## src/design/tmsw_pkg.sv

```systemverilog
// ----------------------------------------------------------------------------
// tmsw_pkg
// Shared types and constants of the text-mode screen writer: field widths,
// character codes, defaults and the controller/datapath command and status.
// ----------------------------------------------------------------------------
`default_nettype none

package tmsw_pkg;

   // request and response field widths
   localparam int CHAR_W     = 9;
   localparam int TAIL_W     = 7;
   localparam int ADDR_W     = 11;
   localparam int CURSOR_W   = 11;
   localparam int CELL_W     = 16;
   localparam int ATTR_W     = 8;
   localparam int REQ_DATA_W = 32;
   localparam int RSP_DATA_W = 32;

   // default geometry
   localparam int DEF_COLUMNS    = 80;
   localparam int DEF_SCROLL_ROW = 24;
   localparam int DEF_CELL_DEPTH = 2048;

   // command kinds carried in tuser
   localparam logic CMD_PUT  = 1'b0;
   localparam logic CMD_READ = 1'b1;

   // character codes
   localparam logic [CHAR_W-1:0] CODE_NEWLINE   = 9'd10;
   localparam logic [CHAR_W-1:0] CODE_BACKSPACE = 9'd256;
   localparam logic [7:0]        BLANK_CHAR     = 8'h20;
   localparam logic [ATTR_W-1:0] ATTR_RESET     = 8'h07;

   // controller to datapath commands
   typedef struct packed {
      logic load_req;
      logic rd_issue;
      logic rd_capture;
      logic start_clear;
      logic start_bs;
      logic start_ins;
      logic start_scroll;
      logic start_row_clear;
      logic write_char;
      logic write_blank;
      logic pos_newline;
      logic pos_back;
      logic pos_inc;
      logic pos_scroll;
      logic out_load;
   } tmsw_cmd_type;

   // datapath to controller status
   typedef struct packed {
      logic busy;
      logic is_read;
      logic is_newline;
      logic is_backspace;
      logic scroll_needed;
      logic out_free;
   } tmsw_sts_type;

endpackage

`default_nettype wire

```

## src/design/tmsw_ctrl.sv

```systemverilog
// ----------------------------------------------------------------------------
// tmsw_ctrl
// Controller state machine: sequences the clearing pass, reads, the shift
// sweeps of a put, the scroll and the trailing blank.
// ----------------------------------------------------------------------------
`default_nettype none

module tmsw_ctrl
   import tmsw_pkg::*;
(
   input  wire logic         clock,
   input  wire logic         reset,
   input  wire logic         req_tvalid,
   output logic              req_tready,
   input  wire tmsw_sts_type sts,
   output tmsw_cmd_type      cmd
);

   typedef enum logic [12:0] {
      S_INIT      = 13'b0000000000001,
      S_INIT_WAIT = 13'b0000000000010,
      S_IDLE      = 13'b0000000000100,
      S_DECODE    = 13'b0000000001000,
      S_RD_WAIT   = 13'b0000000010000,
      S_BS_WAIT   = 13'b0000000100000,
      S_INS_WAIT  = 13'b0000001000000,
      S_CHAR      = 13'b0000010000000,
      S_CHECK     = 13'b0000100000000,
      S_SCR_WAIT  = 13'b0001000000000,
      S_ROW_WAIT  = 13'b0010000000000,
      S_BLANK     = 13'b0100000000000,
      S_DONE      = 13'b1000000000000
   } state_type;

   state_type state_ff, state_in;

   assign req_tready = (state_ff == S_IDLE);

   // next state and commands
   always_comb begin
      state_in = state_ff;
      cmd      = '0;
      case (state_ff)
         S_INIT: begin
            cmd.start_clear = 1'b1;
            state_in        = S_INIT_WAIT;
         end
         S_INIT_WAIT: begin
            if (!sts.busy) begin
               state_in = S_IDLE;
            end
         end
         S_IDLE: begin
            if (req_tvalid) begin
               cmd.load_req = 1'b1;
               state_in     = S_DECODE;
            end
         end
         S_DECODE: begin
            if (sts.is_read) begin
               cmd.rd_issue = 1'b1;
               state_in     = S_RD_WAIT;
            end else if (sts.is_newline) begin
               cmd.pos_newline = 1'b1;
               state_in        = S_CHECK;
            end else if (sts.is_backspace) begin
               cmd.start_bs = 1'b1;
               cmd.pos_back = 1'b1;
               state_in     = S_BS_WAIT;
            end else begin
               cmd.start_ins = 1'b1;
               state_in      = S_INS_WAIT;
            end
         end
         S_RD_WAIT: begin
            cmd.rd_capture = 1'b1;
            state_in       = S_DONE;
         end
         S_BS_WAIT: begin
            if (!sts.busy) begin
               state_in = S_CHECK;
            end
         end
         S_INS_WAIT: begin
            if (!sts.busy) begin
               state_in = S_CHAR;
            end
         end
         S_CHAR: begin
            cmd.write_char = 1'b1;
            cmd.pos_inc    = 1'b1;
            state_in       = S_CHECK;
         end
         S_CHECK: begin
            if (sts.scroll_needed) begin
               cmd.start_scroll = 1'b1;
               cmd.pos_scroll   = 1'b1;
               state_in         = S_SCR_WAIT;
            end else begin
               state_in = S_BLANK;
            end
         end
         S_SCR_WAIT: begin
            if (!sts.busy) begin
               cmd.start_row_clear = 1'b1;
               state_in            = S_ROW_WAIT;
            end
         end
         S_ROW_WAIT: begin
            if (!sts.busy) begin
               state_in = S_BLANK;
            end
         end
         S_BLANK: begin
            cmd.write_blank = 1'b1;
            state_in        = S_DONE;
         end
         S_DONE: begin
            if (sts.out_free) begin
               cmd.out_load = 1'b1;
               state_in     = S_IDLE;
            end
         end
         default: begin
            state_in = S_INIT;
         end
      endcase
   end

   // state register
   always_ff @(posedge clock) begin
      if (reset) begin
         state_ff <= S_INIT;
      end else begin
         state_ff <= state_in;
      end
   end

endmodule

`default_nettype wire

```

## config.mk

```make
export PLATFORM = sky130hd
export DESIGN_NAME = tmsw_ctrl
export DESIGN_NICKNAME = d
export VERILOG_FILES = /design/src/design/tmsw_pkg.sv /design/src/design/tmsw_ctrl.sv
export SDC_FILE = /design/constraint.sdc
export NUM_CORES = 1
export LEC_CHECK = 0
export BUFFER_PORTS_ARGS = -buffer_cell sky130_fd_sc_hd__buf_2
export CAP_MARGIN = 15
export CORE_MARGIN = 5
export CORE_UTILIZATION = 46
export DETAILED_ROUTE_END_ITERATION = 7
export GPL_TIMING_DRIVEN = 1
export MAX_ROUTING_LAYER = met4
export PLACE_DENSITY = 0.74
export REMOVE_ABC_BUFFERS = 1
export SYNTH_ARGS = -nofsm -noshare
export SYNTH_HDL_FRONTEND = slang
export SYNTH_SLANG_ARGS = --single-unit
```

## constraint.sdc

```tcl
create_clock -name clock -period 1.5 [get_ports clock]
set_input_delay 0.075 -clock clock [delete_from_list [all_inputs] [get_ports clock]]
set_output_delay 0.075 -clock clock [all_outputs]
set_load 0.05 [all_outputs]
```

==> flow_summary.toml, run 1 <==
[outcome]
run_status = "aborted with a tool error"
flow.stopped_at = "5_1_grt"
run.stop_error = "[ERROR DPL-0038] Utilization greater than 100%, impossible to legalize"

[die]
num_io_pins = 25
floorplan.die.width_um = 56.1
die_y_um = 56.1
floorplan.initialDensity_pct = 48.8
num_rows = 16

[clock_network]
cts_made_buffers = 3
cts_max_level = 1
clk_root_buffer_cell = "sky130_fd_sc_hd__clkbuf_4"
ctsLongestPathBuffers = 2
cts.sinks = 13

[yosys]
synth_top_cell_area_share_pct = 26.7
share_of_the_yosys_chip_area_belonging_to_registers_pct = 26.7
ys_types = 40
ys_top_cells_by_area = "sky130_fd_sc_hd__dfxtp_1 (27%), sky130_fd_sc_hd__nor2_1 (5.4%), sky130_fd_sc_hd__nor3_1 (4.6%), sky130_fd_sc_hd__xor2_1 (4.5%), sky130_fd_sc_hd__o21ai_0 (4.1%)"
mean_cell_area_of_the_mapped_netlist_um2 = 7.62
netlist_instances = 128
synth-seq-cells = 13
netlist_area_um2 = 976
synth.yosys.warnings = 0
synth_area_leader_cell = "sky130_fd_sc_hd__dfxtp_1"

[timing]
pin_type_at_the_end_of_the_worst_path = "primary output"
grt-worst-endpoint = "cmd[10]"

[place]
dp.cells = 208
gp_routability_congestion = 0.972
dp.final_hpwl_um = 2460
port_buffers = 24

[global_routing]
maximum_number_of_pins_on_one_net_before_global_route_repair = 9
==> synthesized netlist by cell type <==
cell and instances:
sky130_fd_sc_hd__dfxtp_1 13, sky130_fd_sc_hd__and3_2 1, sky130_fd_sc_hd__and4b_1 1, sky130_fd_sc_hd__nand2_2 1
sky130_fd_sc_hd__clkbuf_1 1, sky130_fd_sc_hd__nor3_4 1, sky130_fd_sc_hd__nor2b_1 2, sky130_fd_sc_hd__nor4_2 2
sky130_fd_sc_hd__xor2_1 5, sky130_fd_sc_hd__nor4b_1 2, sky130_fd_sc_hd__and2_2 2, sky130_fd_sc_hd__o21a_1 3
sky130_fd_sc_hd__and3_1 4, sky130_fd_sc_hd__a21oi_1 6, sky130_fd_sc_hd__o32ai_1 1, sky130_fd_sc_hd__buf_6 2
sky130_fd_sc_hd__o2111ai_1 1, sky130_fd_sc_hd__nor4_4 1, sky130_fd_sc_hd__o31ai_4 1, sky130_fd_sc_hd__buf_2 4
sky130_fd_sc_hd__nand2b_1 1, sky130_fd_sc_hd__and4_1 1, sky130_fd_sc_hd__or2b_1 1, sky130_fd_sc_hd__mux2i_1 1
sky130_fd_sc_hd__nor3_2 1, sky130_fd_sc_hd__buf_4 3, sky130_fd_sc_hd__o31ai_1 1, sky130_fd_sc_hd__nand2_1 9
sky130_fd_sc_hd__nor3_1 9, sky130_fd_sc_hd__o21ai_0 8, sky130_fd_sc_hd__a22o_1 1, sky130_fd_sc_hd__nor3b_1 2
sky130_fd_sc_hd__nor2_1 14, sky130_fd_sc_hd__nor4_1 3, sky130_fd_sc_hd__inv_1 8, sky130_fd_sc_hd__buf_1 1
sky130_fd_sc_hd__nand4_1 3, sky130_fd_sc_hd__nand3_1 5, sky130_fd_sc_hd__a21boi_0 1, sky130_fd_sc_hd__and2_1 1
==> per-stage QoR <==
| stage | utilization, % | hold WS, ns | setup WS [ns] | instance area, µm² | setup TNS (ns) |
|---|---|---|---|---|---|
| after floorplan | - | 0.144 | -0.665 | 903 | -5.42 |
| after global placement | 67.8 | 0.383 | -0.358 | 1360 | -5.06 |
| after detailed placement | 67.8 | 0.394 | -0.305 | 1360 | -5.12 |
| after CTS | 91.1 | 0.0929 | -0.359 | 1820 | -6.90 |
==> cell families after synthesis <==
group	count (synthesis)	share of synthesized area, %
XOR/XNOR	5	4.49
flip-flops	13	26.7
multiplexers	1	1.03
AND/OR/NAND/NOR	67	41.4
AO/OA/AOI/OAI	23	15.9
buffers and inverters	19	10.5
==> what timing repair did <==
action	CTS
resized for setup	97
hold buffers	0
setup buffers	16
setup endpoints to repair	29
pin swaps	17
==> inputs of run 2 (changes only) <==
- CORE_AREA: unset -> 5 5 66 68
- CORE_MARGIN: 5 -> unset
- CORE_UTILIZATION: 46 -> unset
- DIE_AREA: unset -> 0 0 71 73
- MAX_ROUTING_LAYER: met4 -> unset
- PLACE_DENSITY: 0.74 -> unset
- PLACE_DENSITY_LB_ADDON: unset -> 0.15
- clock period: 1.5 -> 2 ns (I/O delays scaled with it)
==> run 2 against run 1 <==
The run now ends clean. Synthesized cell count unchanged. Synthesized area unchanged.
==> flow_summary.toml, run 2 <==
[outcome]
run_status = "finished clean"

[critical_path]
crit_type = "flip-flop to output pin"
worstSetupStartpointType = "flip-flop"
end_kind = "output pin"
worstPathMaxFanout = 3
crit_arrival_ns = 1.81
cp_data_required_time_ns = 1.90

[global_routing]
antenna_found_initial = 0
met3_usage_pct = 2.34
number_of_global_route_vias_before_repair = 997
grt_util_all_layers_pct = 11.5
leftover_overflow_at_the_end_of_global_routing = 0
globalRouteMet1Util_pct = 14.8
maximum_number_of_pins_on_one_net_before_global_route_repair = 10
grt_util_met2_pct = 18.2
grt_most_used_layer = "met2"
grt_pass1_wl_um = 4640

[worst_hold_path]
hold_path_class = "input port to flip-flop"

[layout]
nNetsFinal = 168
mostFrequentLayoutCells = "sky130_fd_sc_hd__buf_2 (17), sky130_fd_sc_hd__buf_4 (15), sky130_fd_sc_hd__nor2_1 (11), sky130_fd_sc_hd__nand2_1 (9), sky130_fd_sc_hd__dfxtp_1 (9)"
area_delta_synth_final_pct = 35.0
layout-drive-gt1-share_pct = 41.1
final_core_utilization_pct = 34.7
layout.cells.non_filler = 208
number_of_flip_flops_in_the_largest_register = 13
top_register = "state_ff"
final_common_cell = "sky130_fd_sc_hd__buf_2"
insertedDiodeCount = 0
largest_registers = "state_ff: 13 flops"

[timing]
final-max-slew-violation-count = 0
clock-skew-final_ns = 0.00638
timing_worst_slew_pin_value_ns = 0.372
highest_clock_rate_ghz = 0.524
finalCritPeriodShare_pct = 95.4
setup_viol = 0
period_minus_slack_ns = 1.91
timing.slew.headroom_pct = 75.0
grt_setup_unrepaired = "yes"
finalHoldViolCount = 0

[yosys]
synth_top_cell_area_share_pct = 26.7
dominant_combinational_cell_family_by_area_after_synthesis = "simple AND/OR/NAND/NOR gates"
share_of_the_yosys_chip_area_belonging_to_registers_pct = 26.7
synth_simple_gate_area_share_pct = 41.4
synth_area_leader_cell = "sky130_fd_sc_hd__dfxtp_1"
ys_types = 40
post-synth-top-count-cell = "sky130_fd_sc_hd__nor2_1"
synth-edff-count = 0
ys_async_sr_fraction_pct = 0
netlist_area_um2 = 976
top_cell_types_by_occurrence_after_synthesis = "sky130_fd_sc_hd__nor2_1 (14), sky130_fd_sc_hd__dfxtp_1 (13), sky130_fd_sc_hd__nand2_1 (9), sky130_fd_sc_hd__nor3_1 (9)"
synth_mux_area_share_pct = 1.03
xor_xnor_share_of_the_synthesized_area_pct = 4.49
synth-seq-cells = 13
netlist_instances = 128
synthAdderAreaFrac_pct = 0
synth_compound_gate_area_share_pct = 15.9
ys_top_cells_by_area = "sky130_fd_sc_hd__dfxtp_1 (27%), sky130_fd_sc_hd__nor2_1 (5.4%), sky130_fd_sc_hd__nor3_1 (4.6%), sky130_fd_sc_hd__xor2_1 (4.5%), sky130_fd_sc_hd__o21ai_0 (4.1%)"
ys_dominant_reg_cell = "sky130_fd_sc_hd__dfxtp_1"
mean_cell_area_of_the_mapped_netlist_um2 = 7.62
synth.yosys.warnings = 0

[clock_network]
cts.sinks = 13
cts_made_buffers = 3
clkSlewWorstSetupHoldPaths_ns = 0.06
clkLatencyLatePin_ns = 0.25
ctsLongestPathBuffers = 2
cts_max_level = 1
clock_tree_from_tritoncts = "built"
clk_root_buffer_cell = "sky130_fd_sc_hd__clkbuf_8"

[die]
num_io_pins = 25
num_rows = 23
floorplan.die.width_um = 71
design.core.area_um2 = 3800
floorplan.initialDensity_pct = 25.7
die_y_um = 73
fp.dieArea_um2 = 5180

[drt]
dr.pass1.iters = 4
wirelength_um = 2870
vias = 1007
first_iter_violations = 44
post-route-drc-count = 0
final_antenna_net_count = 0
route.detailed.vias_per_inst = 4.84
wire_per_inst_um = 13.8

[place]
port_buffers = 24
gp_routability_congestion = 0.829
dp.cells = 199
dp.final_hpwl_um = 2230

[power]
switching_share_pct = 32.7
power_density_nw_per_um2 = 525
share_comb_of_total_power_pct = 23.4
power_frac_clock_pct = 34.6
vdd_drop_max_mv = 0.187
p_leak_nw = 0.621
reg_power_share_pct = 42.0
intPower_uw = 465
switchingPower_uw = 226

[job]
max-cap-violations = 0
## run 2: cell counts after synthesis
No cell type changed its count.
## run 2: area by class of cell
| class | count | area, µm² |
|---|---|---|
| clock buffers | 3 | 41.3 |
| fillers | 429 | 2480 |
| flip-flops and latches | 13 | 270 |
| inverters | 8 | 30.0 |
| well taps | 50 | 62.6 |
| repair buffers | 37 | 254 |
| multi-input cells | 96 | 654 |
| clock inverters | 1 | 5.00 |
## run 2: per-layer routing
metal | part of all wire [%] | wire (µm)
met3 | 4.7 | 135
met1 | 47 | 1360
met2 | 46 | 1320
met4 | 2.0 | 57
met5 | 0 | 0
## run 2: worst paths after layout
kind                from           to  slack [ns]  cells after the start
max          state_ff[9]      cmd[10]        0.09                      7
min               sts[1]  state_ff[9]        0.14                      3
max reg2reg  state_ff[9]  state_ff[7]        0.18                      7
min reg2reg  state_ff[5]  state_ff[5]        0.59                      2
## run 2: cell families after synthesis
group,after synthesis
DFF,13
xor gates and xnor gates,5
AOI/OAI and AO/OA,23
muxes,1
buffers and inverters,19
and+or+nand+nor,67
## run 2: power groups by stage
stage	combinational, mW	clock, mW	sequential [mW]
after floorplan	0.104	0	0.290
after global placement	0.156	0	0.295
after detailed placement	0.154	0	0.294
after CTS	0.155	0.247	0.286
after global routing	0.178	0.259	0.294
final	0.161	0.239	0.291
## run 2: critical path, cell delays in order, from the launching register on
cell                      delay (ns)
sky130_fd_sc_hd__dfxtp_4        0.35
sky130_fd_sc_hd__nor4_4         0.34
sky130_fd_sc_hd__buf_4          0.18
sky130_fd_sc_hd__nand4_1        0.18
sky130_fd_sc_hd__nor3_2         0.16
sky130_fd_sc_hd__nand2_1        0.10
sky130_fd_sc_hd__inv_2          0.10
sky130_fd_sc_hd__buf_8          0.15
## run 2: what timing repair did
action	in CTS	in global routing
cloned	0	0
gates resized for setup	12	18
setup buffers	4	1
hold buffers	0	0
endpoints found under the hold margin	0	0
pin swaps	4	3
setup endpoints to repair	6	11
## run 2: metrics by stage
| step | total power, mW | worst slack, ns | setup TNS [ns] | instance area [µm²] | hold slack [ns] |
|---|---|---|---|---|---|
| after floorplan | 0.394 | -0.165 | -0.414 | 903 | 0.169 |
| after global placement | 0.451 | 0.134 | 0 | 1150 | 0.404 |
| after detailed placement | 0.449 | 0.128 | 0 | 1150 | 0.412 |
| after CTS | 0.688 | -0.00855 | -0.0166 | 1250 | 0.133 |
| after global routing | 0.730 | -0.0422 | -0.112 | 1320 | 0.159 |
| final | 0.691 | 0.0917 | 0 | 1320 | 0.139 |
Note: power is estimated with default switching activity, not from simulation.
